===== src/hw/rtl/uer_pkg.sv =====
// Package for the ultrasonic echo ranger: item structs, register indexes,
// status codes and configuration reset values. No dependencies.
package uer_pkg;

  // One input item: one microsecond tick of the echo line.
  typedef struct packed {
    logic start_req;
    logic echo;
  } in_t;

  // One result item.
  typedef struct packed {
    logic        trigger;
    logic        busy_res;
    logic        done_res;
    logic [2:0]  status;
    logic [15:0] pulse_us;
  } out_t;

  // Configuration register indexes.
  typedef enum logic [2:0] {
    REG_STUCK_TIMEOUT = 3'd0,
    REG_RISE_TIMEOUT  = 3'd1,
    REG_FALL_TIMEOUT  = 3'd2,
    REG_TRIG_WIDTH    = 3'd3,
    REG_MIN_PULSE     = 3'd4,
    REG_MAX_PULSE     = 3'd5
  } reg_idx_e;

  // Measurement status codes.
  typedef enum logic [2:0] {
    ST_OK        = 3'd0,
    ST_STUCK     = 3'd1,
    ST_NO_ECHO   = 3'd2,
    ST_TOO_LONG  = 3'd3,
    ST_OUT_RANGE = 3'd4
  } status_e;

  // Current register contents, handed from the register file to the sequencer.
  typedef struct packed {
    logic [15:0] stuck_timeout_us;
    logic [15:0] rise_timeout_us;
    logic [15:0] fall_timeout_us;
    logic [7:0]  trigger_width_us;
    logic [15:0] min_pulse_us;
    logic [15:0] max_pulse_us;
  } cfg_t;

  localparam logic [15:0] STUCK_TIMEOUT_RST = 16'd10000;
  localparam logic [15:0] RISE_TIMEOUT_RST  = 16'd10000;
  localparam logic [15:0] FALL_TIMEOUT_RST  = 16'd25000;
  localparam logic [7:0]  TRIG_WIDTH_RST    = 8'd10;
  localparam logic [15:0] MIN_PULSE_RST     = 16'd116;
  localparam logic [15:0] MAX_PULSE_RST     = 16'd23200;

  // Ticks of trigger low before the trigger pulse.
  localparam logic [2:0] TRIG_LOW_TICKS = 3'd5;

endpackage


===== src/hw/rtl/ultrasonic_echo_ranger.sv =====
// Top level of the ultrasonic echo ranger: input register, phase sequencer,
// configuration registers and result register. Depends on uer_pkg,
// uer_cfg_regs and uer_seq.
//
//   channel  direction  signals                         moves
//   in       in         in_valid_i / in_ready_o         one tick item (start_req, echo)
//   out      out        out_valid_o / out_ready_i       one result item per tick item
//   cfg      in         cfg_valid_i / cfg_ready_o       register index and write data
//
// Each item waits in the input register and is processed when it moves on,
// where the sequencer state and the result register update together; its
// result is then held in the result register. One item per cycle is
// sustained while the output is not stalled, one sequencer step per item.
// Reset clears the valid flags, the phase, the counter and the last good
// width, and loads the register defaults. A stalled output holds its result
// and the input register, and the input stops taking items until it drains.
module ultrasonic_echo_ranger #(
  parameter int COUNT_WIDTH = 16
) (
  input  logic           clk_i,
  input  logic           rst_ni,
  input  logic           in_valid_i,
  output logic           in_ready_o,
  input  uer_pkg::in_t   in_item_i,
  output logic           out_valid_o,
  input  logic           out_ready_i,
  output uer_pkg::out_t  out_item_o,
  input  logic           cfg_valid_i,
  output logic           cfg_ready_o,
  input  logic [2:0]     cfg_index_i,
  input  logic [15:0]    cfg_data_i
);
  import uer_pkg::*;

  logic  s1_valid_q;
  in_t   s1_item_q;
  logic  out_valid_q;
  out_t  out_item_q;
  logic  advance;
  cfg_t  cfg;
  out_t  res;

  // The held item moves on when the result register is free or being emptied.
  assign advance    = s1_valid_q && (!out_valid_q || out_ready_i);
  assign in_ready_o = !s1_valid_q || advance;

  // Registers may be written at any time; writes must come only while idle, which the block does not enforce.
  assign cfg_ready_o = 1'b1;

  uer_cfg_regs u_cfg (
    .clk_i      (clk_i),
    .rst_ni     (rst_ni),
    .wr_en_i    (cfg_valid_i),
    .wr_index_i (cfg_index_i),
    .wr_data_i  (cfg_data_i),
    .cfg_o      (cfg)
  );

  uer_seq #(
    .COUNT_WIDTH (COUNT_WIDTH)
  ) u_seq (
    .clk_i  (clk_i),
    .rst_ni (rst_ni),
    .step_i (advance),
    .item_i (s1_item_q),
    .cfg_i  (cfg),
    .res_o  (res)
  );

  always_ff @(posedge clk_i or negedge rst_ni) begin
    if (!rst_ni) begin
      s1_valid_q  <= 1'b0;
      out_valid_q <= 1'b0;
    end else begin
      if (in_ready_o) begin
        s1_valid_q <= in_valid_i;
      end
      if (advance) begin
        out_valid_q <= 1'b1;
      end else if (out_ready_i) begin
        out_valid_q <= 1'b0;
      end
    end
  end

  // Payload registers carry no reset.
  always_ff @(posedge clk_i) begin
    if (in_ready_o && in_valid_i) begin
      s1_item_q <= in_item_i;
    end
    if (advance) begin
      out_item_q <= res;
    end
  end

  assign out_valid_o = out_valid_q;
  assign out_item_o  = out_item_q;

endmodule


===== src/hw/rtl/uer_cfg_regs.sv =====
// Configuration register file of the ultrasonic echo ranger.
// Depends on uer_pkg for the register indexes and reset values.
module uer_cfg_regs (
  input  logic              clk_i,
  input  logic              rst_ni,
  input  logic              wr_en_i,
  input  logic [2:0]        wr_index_i,
  input  logic [15:0]       wr_data_i,
  output uer_pkg::cfg_t     cfg_o
);
  import uer_pkg::*;

  cfg_t cfg_q;

  always_ff @(posedge clk_i or negedge rst_ni) begin
    if (!rst_ni) begin
      cfg_q.stuck_timeout_us <= STUCK_TIMEOUT_RST;
      cfg_q.rise_timeout_us  <= RISE_TIMEOUT_RST;
      cfg_q.fall_timeout_us  <= FALL_TIMEOUT_RST;
      cfg_q.trigger_width_us <= TRIG_WIDTH_RST;
      cfg_q.min_pulse_us     <= MIN_PULSE_RST;
      cfg_q.max_pulse_us     <= MAX_PULSE_RST;
    end else if (wr_en_i) begin
      case (reg_idx_e'(wr_index_i))
        REG_STUCK_TIMEOUT: cfg_q.stuck_timeout_us <= wr_data_i;
        REG_RISE_TIMEOUT:  cfg_q.rise_timeout_us  <= wr_data_i;
        REG_FALL_TIMEOUT:  cfg_q.fall_timeout_us  <= wr_data_i;
        REG_TRIG_WIDTH:    cfg_q.trigger_width_us <= wr_data_i[7:0];
        REG_MIN_PULSE:     cfg_q.min_pulse_us     <= wr_data_i;
        REG_MAX_PULSE:     cfg_q.max_pulse_us     <= wr_data_i;
        default: ;
      endcase
    end
  end

  assign cfg_o = cfg_q;

endmodule


===== src/hw/rtl/uer_seq.sv =====
// Phase sequencer of the ultrasonic echo ranger: phase, tick counter and last
// good width, advanced once per item. Depends on uer_pkg.
module uer_seq #(
  parameter int COUNT_WIDTH = 16
) (
  input  logic           clk_i,
  input  logic           rst_ni,
  input  logic           step_i,
  input  uer_pkg::in_t   item_i,
  input  uer_pkg::cfg_t  cfg_i,
  output uer_pkg::out_t  res_o
);
  import uer_pkg::*;

  // Comparisons run at the wider of the counter and the 16-bit registers.
  localparam int CmpW = (COUNT_WIDTH > 16) ? COUNT_WIDTH : 16;

  typedef enum logic [2:0] {
    PH_IDLE, PH_STUCK, PH_TLOW, PH_THIGH, PH_RISE, PH_HIGH
  } phase_e;

  phase_e                   phase_q, phase_d;
  logic [COUNT_WIDTH-1:0]   count_q, count_d;
  logic [15:0]              last_good_q, last_good_d;

  logic [COUNT_WIDTH-1:0]   count_inc;
  logic                     at_max;
  logic [CmpW-1:0]          cnt_ext, inc_ext, limit;
  logic                     expired;

  // Saturating increment; hitting the counter's ceiling also counts as expiry.
  assign at_max    = (count_q == {COUNT_WIDTH{1'b1}});
  assign count_inc = at_max ? count_q : count_q + COUNT_WIDTH'(1);
  assign inc_ext   = CmpW'(count_inc);
  assign cnt_ext   = CmpW'(count_q);

  always_comb begin
    case (phase_q)
      PH_STUCK: limit = CmpW'(cfg_i.stuck_timeout_us);
      PH_TLOW:  limit = CmpW'(TRIG_LOW_TICKS);
      PH_THIGH: limit = CmpW'(cfg_i.trigger_width_us);
      PH_RISE:  limit = CmpW'(cfg_i.rise_timeout_us);
      PH_HIGH:  limit = CmpW'(cfg_i.fall_timeout_us);
      default:  limit = '1;
    endcase
  end

  assign expired = (inc_ext >= limit) || (count_inc == {COUNT_WIDTH{1'b1}});

  always_comb begin
    phase_d          = phase_q;
    count_d          = count_q;
    last_good_d      = last_good_q;
    res_o.trigger    = 1'b0;
    res_o.busy_res   = 1'b1;
    res_o.done_res   = 1'b0;
    res_o.status     = ST_OK;
    case (phase_q)
      PH_IDLE: begin
        res_o.busy_res = 1'b0;
        if (item_i.start_req) begin
          res_o.busy_res = 1'b1;
          phase_d        = PH_STUCK;
          count_d        = '0;
        end
      end
      PH_STUCK: begin
        if (!item_i.echo) begin
          phase_d = PH_TLOW;
          count_d = '0;
        end else if (expired) begin
          res_o.done_res = 1'b1;
          res_o.status   = ST_STUCK;
          phase_d        = PH_IDLE;
          count_d        = '0;
        end else begin
          count_d = count_inc;
        end
      end
      PH_TLOW: begin
        if (expired) begin
          phase_d = PH_THIGH;
          count_d = '0;
        end else begin
          count_d = count_inc;
        end
      end
      PH_THIGH: begin
        res_o.trigger = 1'b1;
        if (expired) begin
          phase_d = PH_RISE;
          count_d = '0;
        end else begin
          count_d = count_inc;
        end
      end
      PH_RISE: begin
        // The rising tick is already the first echo-high microsecond.
        if (item_i.echo) begin
          phase_d = PH_HIGH;
          count_d = COUNT_WIDTH'(1);
        end else if (expired) begin
          res_o.done_res = 1'b1;
          res_o.status   = ST_NO_ECHO;
          phase_d        = PH_IDLE;
          count_d        = '0;
        end else begin
          count_d = count_inc;
        end
      end
      PH_HIGH: begin
        if (!item_i.echo) begin
          if (cnt_ext >= CmpW'(cfg_i.min_pulse_us) &&
              cnt_ext <= CmpW'(cfg_i.max_pulse_us)) begin
            last_good_d = 16'(count_q);
          end else begin
            res_o.status = ST_OUT_RANGE;
          end
          res_o.done_res = 1'b1;
          phase_d        = PH_IDLE;
          count_d        = '0;
        end else if (expired) begin
          res_o.done_res = 1'b1;
          res_o.status   = ST_TOO_LONG;
          phase_d        = PH_IDLE;
          count_d        = '0;
        end else begin
          count_d = count_inc;
        end
      end
      default: begin
        res_o.busy_res = 1'b0;
        phase_d        = PH_IDLE;
        count_d        = '0;
      end
    endcase
    res_o.pulse_us = last_good_d;
  end

  always_ff @(posedge clk_i or negedge rst_ni) begin
    if (!rst_ni) begin
      phase_q     <= PH_IDLE;
      count_q     <= '0;
      last_good_q <= '0;
    end else if (step_i) begin
      phase_q     <= phase_d;
      count_q     <= count_d;
      last_good_q <= last_good_d;
    end
  end

endmodule

===== config.mk =====
export PLATFORM = sky130hd
export DESIGN_NAME = ultrasonic_echo_ranger
export DESIGN_NICKNAME = d
export VERILOG_FILES = /design/src/hw/rtl/uer_pkg.sv /design/src/hw/rtl/ultrasonic_echo_ranger.sv /design/src/hw/rtl/uer_cfg_regs.sv /design/src/hw/rtl/uer_seq.sv
export SDC_FILE = /design/constraint.sdc
export NUM_CORES = 1
export LEC_CHECK = 0
export BUFFER_PORTS_ARGS = -buffer_cell sky130_fd_sc_hd__buf_2
export CORE_ASPECT_RATIO = 1.25
export CORE_MARGIN = 3
export CORE_UTILIZATION = 60
export DETAILED_ROUTE_END_ITERATION = 10
export PLACE_DENSITY = 0.76
export SETUP_SLACK_MARGIN = 0.15
export SYNTH_ARGS = -nofsm -noshare
export SYNTH_HDL_FRONTEND = slang
export SYNTH_SLANG_ARGS = --single-unit

===== constraint.sdc =====
create_clock -name clk_i -period 8.5 [get_ports clk_i]
set_input_delay 1.275 -clock clk_i [delete_from_list [all_inputs] [get_ports clk_i]]
set_output_delay 1.275 -clock clk_i [all_outputs]
set_load 0.02 [all_outputs]

After elaboration in Yosys (flattened, before gate mapping)
Index checks and enable logic that the tools add are counted.
- flip-flop bits (word level): 149
- add/sub/neg operators: 1
- order comparisons: 3
- equality and inequality tests: 15
- muxes and demuxes: 31
- reductions and logical operators: 22
- operators with widths (cell ; count):
    16-bit 2-to-1 mux ; 8
    16-bit one-hot mux with 5 select lines ; 1
    16-bit one-hot mux with 4 select lines ; 1
    16-bit == test (second input constant) ; 2
    16-bit >= comparator ; 2
    3-bit 2-to-1 mux ; 8
    4-bit 2-to-1 mux ; 6
    3-bit one-hot mux with 6 select lines ; 1
    16-bit by 1-bit adder with 16-bit output (second input constant) ; 1
    16-bit less-or-equal comparator ; 1
    2-bit AND reduction ; 7
    3-bit by 2-bit == test with 1-bit output (second input constant) ; 4
    3-bit == test (second input constant) ; 4
    4-bit one-hot mux with 3 select lines ; 1
    3-bit by 1-bit == test with 1-bit output (second input constant) ; 2
    3-bit zero test ; 2
    5-bit OR reduction ; 1
    1-bit 2-to-1 mux ; 4
    2-bit by 1-bit != test with 1-bit output (second input constant) ; 2
    4-bit AND reduction ; 1
    2-bit OR reduction ; 2
    1-bit logical AND ; 3
    1-bit logical OR ; 3
    1-bit zero test ; 2
    3 further kinds ; 3

Logic depth before layout (Yosys ltp)
Gate-level depths: netlist (run 1).
- depth in word-level cells: 7
- depth in mapped cells: 17

Modules after synthesis
Synthesis (run 1) repeated with hierarchy kept, for this count alone.
- cell total of the unflattened synthesis: 740
- area total of the unflattened synthesis: 8413.1 um^2
- by module, submodules not included (module ; instances ; cells each ; area each (um^2)):
    uer_seq ; 1 ; 515 ; 4169.0
    uer_cfg_regs ; 1 ; 191 ; 3408.3
    ultrasonic_echo_ranger ; 1 ; 34 ; 835.8

Least setup slack after synthesis (run 1)
Ideal clock, no wire load.
- path type: register to register
- from: reg u_seq.count_q[1], in the netlist u_seq.cnt_ext[1]
- to: reg u_seq.count_q[0], in the netlist u_seq.cnt_ext[0]
- library setup time: 0.101 ns
- arrival time: 3.660 ns
- setup slack: 4.740 ns
- cell stages (with the launch flop): 17
- path buffers: 2
- period minus slack after synthesis: 3.760 ns
- cells stage by stage: dfrtp_1 ha_1 and2_1 clkbuf_1 nand2_1 nor2b_1 xnor2_1 ha_1 nand2b_1 a21o_1 a21o_1 a2111oi_0 o21ai_1 or2_1 buf_4 o31a_1 o32ai_1
- word-level cells in the longest chain between the ends: 7
- elaborated cells between the ends (all ways): 10
- those cells by class: 1 x add/sub; 1 x order compare; 2 x eq/ne; 5 x mux; 1 x reduce/logical
- ends and longest elaborated chain (element ; RTL line ; source):
    from (decl) ; uer_seq.sv:23 ; logic [COUNT_WIDTH-1:0] count_q, count_d;
    from (signal assigned) ; uer_seq.sv:147 ; count_q <= count_d;
    16-bit by 1-bit adder with 16-bit output / 16-bit == test (equally long branches) ; uer_seq.sv:33, uer_seq.sv:32 ;
    16-bit 2-to-1 mux (*) ; uer_seq.sv:33 ; assign count_inc = at_max ? count_q : count_q + COUNT_WIDTH'(1);
    16-bit >= comparator / 16-bit == test (equally long branches) ; uer_seq.sv:48 ; assign expired = (inc_ext >= limit) || (count_inc == {COUNT_WIDTH{1'b1}});
    1-bit logical OR ; uer_seq.sv:48 ;
    16-bit 2-to-1 mux (*) ; -- ;
    16-bit 2-to-1 mux, on equally long branches ; uer_seq.sv:112, uer_seq.sv:99 ;
    16-bit one-hot mux with 4 select lines (*) ; uer_seq.sv:58 ; case (phase_q)
Every way passes the cells marked *; elsewhere a longest branch is shown, timed or not.
A chain may end at the register's enable or synchronous reset.

Worst setup path after layout (run 1)
Ends and elaborated chain as after synthesis.

==> results of run 1 <==
-- logic make-up (layout without fill, tap and decap cells) --
| kind of cell | after synthesis | count (layout) | share of synthesized area [%] |
|---|---|---|---|
| AO/OA/AOI/OAI | 163 | 163 | 12.9 |
| multiplexers | 111 | 111 | 15.2 |
| XOR/XNOR | 6 | 6 | 0.646 |
| adder cells (fa/ha/maj) | 49 | 49 | 7.54 |
| AND/OR/NAND/NOR | 167 | 167 | 11.0 |
| buffers and inverters | 96 | 146 | 4.86 |
| other | 1 | 1 | 0.0461 |
| flip-flops | 149 | 149 | 47.7 |
-- report_power, final --
part | total, mW | internal (mW) | switching [mW]
Clock | 0.726 | 0.435 | 0.291
Sequential | 0.912 | 0.855 | 0.0570
Combinational | 0.536 | 0.233 | 0.303
-- sequential cells by signal, indices dropped and copies added, names as in the netlist --
name / flops
out_item_o: 22
out_valid_o: 1
s1_item_q: 2
s1_valid_q: 1
u_cfg.cfg_o: 88
u_seq.cnt_ext: 16
u_seq.last_good_q: 16
u_seq.phase_q: 3
-- per-stage QoR --
stage                     setup slack, ns  util, %
after floorplan                      4.74        -
after global placement               4.45     65.7
after detailed placement             4.33     65.7
after CTS                            4.30     70.1
after global routing                 3.76     70.1
final                                4.29     70.1
-- cells in the final DEF, fill, tap and decap left out, drive strengths merged, types with 15 or more instances in the layout --
| cell type | n |
|---|---|
| a21o | 15 |
| a21oi | 39 |
| buf | 59 |
| clkbuf | 21 |
| dfrtp | 97 |
| dfstp | 28 |
| edfxtp | 24 |
| ha | 49 |
| inv | 56 |
| mux2 | 103 |
| nand2 | 59 |
| nand3 | 19 |
| nor2 | 23 |
| o21ai | 48 |
-- path summary, 6_finish.rpt --
path,from,endpoint
setup / recovery,u_seq.cnt_ext[1],u_seq.cnt_ext[0]
hold / removal,u_cfg.cfg_o[49],u_cfg.cfg_o[49]
setup reg to reg,u_seq.cnt_ext[1],u_seq.cnt_ext[0]
hold reg to reg,u_cfg.cfg_o[49],u_cfg.cfg_o[49]
max in group asynchronous,rst_ni,u_cfg.cfg_o[23]
min in group asynchronous,rst_ni,u_cfg.cfg_o[67]
-- per-layer routing --
metal	part of all wire (%)	wire length, um	track usage [%]
met3	4.9	923	5.46
met5	0	0	0
met4	2.5	467	9.72
met2	49	9240	42.9
met1	43	8080	35.9
-- worst max-delay path, delay by kind of cell, from the launching register on --
kind / cells / cell delay (ns)
AOI/OAI and AO/OA: 6 / 1.40
DFF: 1 / 0.52
and+or+nand+nor: 5 / 1.42
adders and majority gates: 2 / 0.62
xor gates and xnor gates: 1 / 0.13
-- cell type report --
cell class,count,share of cell area (%)
clock buffers,21,5.30
inverters,55,2.27
well taps,168,2.31
clock inverters,11,1.07
multi-input cells,497,42.7
repair buffers,59,3.55
flip-flops and latches,149,42.8
==> impl_metrics.json, run 1 <==
{
  "groute.usage.overall_pct": 26.7,
  "ys_types": 64,
  "yosys_warnings": 0,
  "critPathSlowestCell": "dfrtp_1",
  "grt_max_degree": 77,
  "cts_hold_buf": 0,
  "areaGrowthSynthToFinish_pct": 11.7,
  "ys_ff_latch": 149,
  "die_h_um": 136,
  "routed_wl_mm": 18.7,
  "synth_edf_count": 24,
  "drv_cap": 0,
  "vias": 5918,
  "dp_hpwl_mm": 13.4,
  "register_area_mm2": 0.00388,
  "syn_inst": 742,
  "path_clk_slew_ns": 0.06,
  "coreArea_mm2": 0.0129,
  "grt_pass1_vias": 6020,
  "clock_latency_ns": 0.42,
  "postRouteAntennaNets": 0,
  "status": "complete, no violations",
  "fin_cells": 960,
  "ys_async_sr_fraction_pct": 83.9,
  "crit_path_end_kind": "flop",
  "cts.sinks": 149,
  "dp.cells": 928,
  "cp.required_ns": 8.81,
  "antenna_found_initial": 0,
  "powerDensity_mw_per_mm2": 239,
  "synth_top_area_cell": "dfrtp_1",
  "crit_path_max_fanout": 10,
  "clock-skew-final_ns": 0.0101,
  "avgSynthCellArea_um2": 11.0,
  "worst_pin_slew_ns": 1.10,
  "nFillCells": 926,
  "drive_gt1_share_pct": 29.7,
  "vdd.ir_drop.worst_v": 0.000169,
  "hold_viol": 0,
  "slew_violations": 0,
  "power_leakage_nw": 4.16,
  "place_area_mm2": 0.00850,
  "hold_depth": 1,
  "clock.fmax_mhz": 237,
  "ctsLongestPathBuffers": 2,
  "numPortBuffers": 49,
  "hp-class": "flop to flop",
  "final_nets": 854,
  "r2r_cells": 14,
  "initial_utilization_pct": 62.8,
  "final_area_mm2": 0.00908,
  "routedWlPerCell_um": 19.5,
  "rsz0062_at_grt": "no",
  "reg2reg_slack_ns": 4.29,
  "ios": 51,
  "synth_flop_cell": "dfrtp_1",
  "fin_crit_ns": 4.21,
  "fin_tns_setup_ns": 0,
  "cts.htree.levels": 4,
  "post_cts_buffers": 0,
  "dieWidth_um": 110,
  "arrival_ns": 4.52,
  "critPathMaxStageDelay_ns": 0.52,
  "slew_headroom_pct": 26.7,
  "synth_area_mm2": 0.00813,
  "finalCritPeriodShare_pct": 49.6,
  "num_rows": 46,
  "whs_ns": 0.503,
  "cp_cell_sequence": "ha_1, and2_1, nand2_1, nor2b_1, xnor2_1, ha_1, nand2b_1, a21o_1, a21o_1, a2111oi_0, o21ai_1, or2_1, o31a_1, o32ai_1",
  "total_power_mw": 2.17,
  "globalplace.congestion": 0.918,
  "multi_input_area_mm2": 0.00388,
  "cts_buffers": 17,
  "antennaDiodeCount": 0,
  "die_area_mm2": 0.0150,
  "viasPerCell": 6.16,
  "cts_root_buffer": "clkbuf_16",
  "setup_viol": 0,
  "cts_tree": "built",
  "drt-initial-drc-count": 346,
  "drc": 0,
  "grt_first_pass_wirelength_mm": 30.8,
  "synth.top_cells.by_count": "mux2_2, dfrtp_1, nand2_1, inv_1, ha_1",
  "firstDrtPassIters": 8,
  "synth-seq-area-share_pct": 47.7,
  "critPathKind": "flop to flop",
  "synth_fp_nets": 817,
  "cts_resized": 0,
  "grt_overflow": 0,
  "start_kind": "flop",
  "netlist_top_cells_area": "dfrtp_1, mux2_2, dfstp_2",
  "synth.most_common_cell": "mux2_2",
  "synth.top_cell.area_share_pct": 29.8
}
(Power assumes the default switching activity.)
==> run 2, diff against run 1 <==
==> constraint.sdc (replaced) <==
create_clock -name clk_i -period 4 [get_ports clk_i]
set_input_delay 0.6 -clock clk_i [delete_from_list [all_inputs] [get_ports clk_i]]
set_output_delay 0.6 -clock clk_i [all_outputs]
set_load 0.02 [all_outputs]
==> impl_metrics.json, run 2 (synthesis gave the netlist of run 1 again) <==
{
  "ctsLongestPathBuffers": 2,
  "final_area_mm2": 0.00930,
  "path_delay_family": "simple AND/OR/NAND/NOR gates",
  "start_kind": "flop",
  "register_area_mm2": 0.00388,
  "grt_overflow": 0,
  "regToRegEndpoint": "u_seq.cnt_ext[9]",
  "numPortBuffers": 49,
  "die_area_mm2": 0.0150,
  "num_rows": 46,
  "place_ws_ns": 0.231,
  "vdd.ir_drop.worst_v": 0.000336,
  "dieWidth_um": 110,
  "critPathMaxStageDelay_ns": 0.54,
  "cp-endpoint": "u_seq.cnt_ext[9]",
  "multi_input_area_mm2": 0.00388,
  "fin_tns_setup_ns": 0,
  "cts_root_buffer": "clkbuf_16",
  "r2r-start": "u_seq.cnt_ext[15]",
  "path_clk_slew_ns": 0.06,
  "drc": 0,
  "cts.htree.levels": 4,
  "areaGrowthSynthToFinish_pct": 14.4,
  "firstDrtPassIters": 5,
  "fin_cells": 983,
  "crit_start": "u_seq.cnt_ext[15]",
  "routedWlPerCell_um": 19.0,
  "powerDensity_mw_per_mm2": 510,
  "cts.sinks": 149,
  "critPathSlowestCell": "or3_1",
  "hp-class": "primary input to async pin",
  "fin_crit_ns": 3.63,
  "power_leakage_nw": 4.30,
  "cp.depth": 13,
  "cts_tree": "built",
  "final_nets": 877,
  "post_cts_buffers": 0,
  "drt-initial-drc-count": 328,
  "critPathKind": "flop to flop",
  "r2r_cells": 13,
  "hold_viol": 0,
  "clock_latency_ns": 0.43,
  "initial_utilization_pct": 62.8,
  "setup_viol": 0,
  "routed_wl_mm": 18.7,
  "antenna_found_initial": 0,
  "coreArea_mm2": 0.0129,
  "cts_buffers": 17,
  "place_area_mm2": 0.00870,
  "grt_pass1_vias": 6088,
  "crit_buf_inv": 0,
  "ios": 51,
  "status": "complete, no violations",
  "final_cell_mix": "mux2_2, dfrtp_1, nand2_1",
  "crit_path_max_fanout": 6,
  "cp.required_ns": 4.35,
  "grt_max_degree": 75,
  "viasPerCell": 6.15,
  "crit_path_end_kind": "flop",
  "final_common_cell": "mux2_2",
  "nFillCells": 902,
  "reg2reg_slack_ns": 0.37,
  "postRouteAntennaNets": 0,
  "globalplace.congestion": 0.938,
  "clock-skew-final_ns": 0.00604,
  "groute.usage.overall_pct": 27.0,
  "cp_cell_sequence": "nand4_1, nor3_1, nor2b_1, xnor2_1, ha_1, nand2b_1, a21o_1, a21o_1, a2111oi_1, o21ai_1, or3_1, o211ai_1, nor2b_1",
  "largest_register_ffs": 88,
  "antennaDiodeCount": 0,
  "drv_cap": 0,
  "drive_gt1_share_pct": 31.9,
  "rsz0062_at_grt": "no",
  "dp_hpwl_mm": 13.5,
  "finalCritPeriodShare_pct": 90.7,
  "clock.fmax_mhz": 276,
  "die_h_um": 136,
  "arrival_ns": 3.98,
  "slew_headroom_pct": 34.7,
  "vias": 6046,
  "grt_first_pass_wirelength_mm": 31.1,
  "layout_setup_ws_ns": 0.371,
  "dp.cells": 951,
  "slew_violations": 0,
  "worst_pin_slew_ns": 0.979
}
[run 2: per-stage QoR]
step / total power, mW / hold slack (ns) / utilization [%]
after CTS: 4.76 / 0.333 / 71.8
after global placement: 3.09 / 0.474 / 67.2
after detailed placement: 3.15 / 0.494 / 67.2
after global routing: 4.99 / 0.338 / 71.8
final: 4.74 / 0.336 / 71.8
after floorplan: 2.76 / 0.304 / -
[run 2: worst register-to-register path: stages, from the launching register on]
cell,delay [ns]
dfrtp_1,0.34
nand4_1,0.24
nor3_1,0.37
nor2b_1,0.26
xnor2_1,0.16
ha_1,0.25
nand2b_1,0.14
a21o_1,0.17
a21o_1,0.17
a2111oi_1,0.40
o21ai_1,0.18
or3_1,0.54
o211ai_1,0.19
nor2b_1,0.15
[run 2: layout make-up]
cell class              instances  share of cell area, %
clock buffers                  19                   4.88
repair buffers                 82                   5.60
inverters                      55                   2.22
well taps                     168                   2.26
flip-flops and latches        149                   41.8
multi-input cells             497                   41.8
clock inverters                13                   1.52
[run 2: power by group]
group          switching [mW]  internal, mW
logic                   0.686         0.530
clock network           0.638         0.961
registers               0.111          1.82
total                    1.44          3.31
[run 2: worst min-delay path by stage]
stage	startpoint	to	slack [ns]	cells after the start
after global placement	s1_valid_q	out_valid_o	0.47	1
after CTS	in_item_i[0]	s1_item_q[0]	0.33	1
after global routing	in_item_i[0]	s1_item_q[0]	0.34	1
after detailed placement	u_cfg.cfg_o[49]	u_cfg.cfg_o[49]	0.49	1
final	rst_ni	u_seq.last_good_q[8]	0.34	1
after floorplan	rst_ni	out_valid_o	0.30	0
[run 2: layer usage]
metal  track usage, %  wire, um
met1             35.1      8000
met2             45.7      9580
met3             4.80       822
met4             8.35       297
met5                0         0
[run 2: timing repair]
| item | CTS | global route |
|---|---|---|
| hold buffers | 0 | 0 |
| hold endpoints to repair | 0 | 0 |
| endpoints found under the setup margin | 0 | 11 |
| gates resized for setup | 0 | 3 |
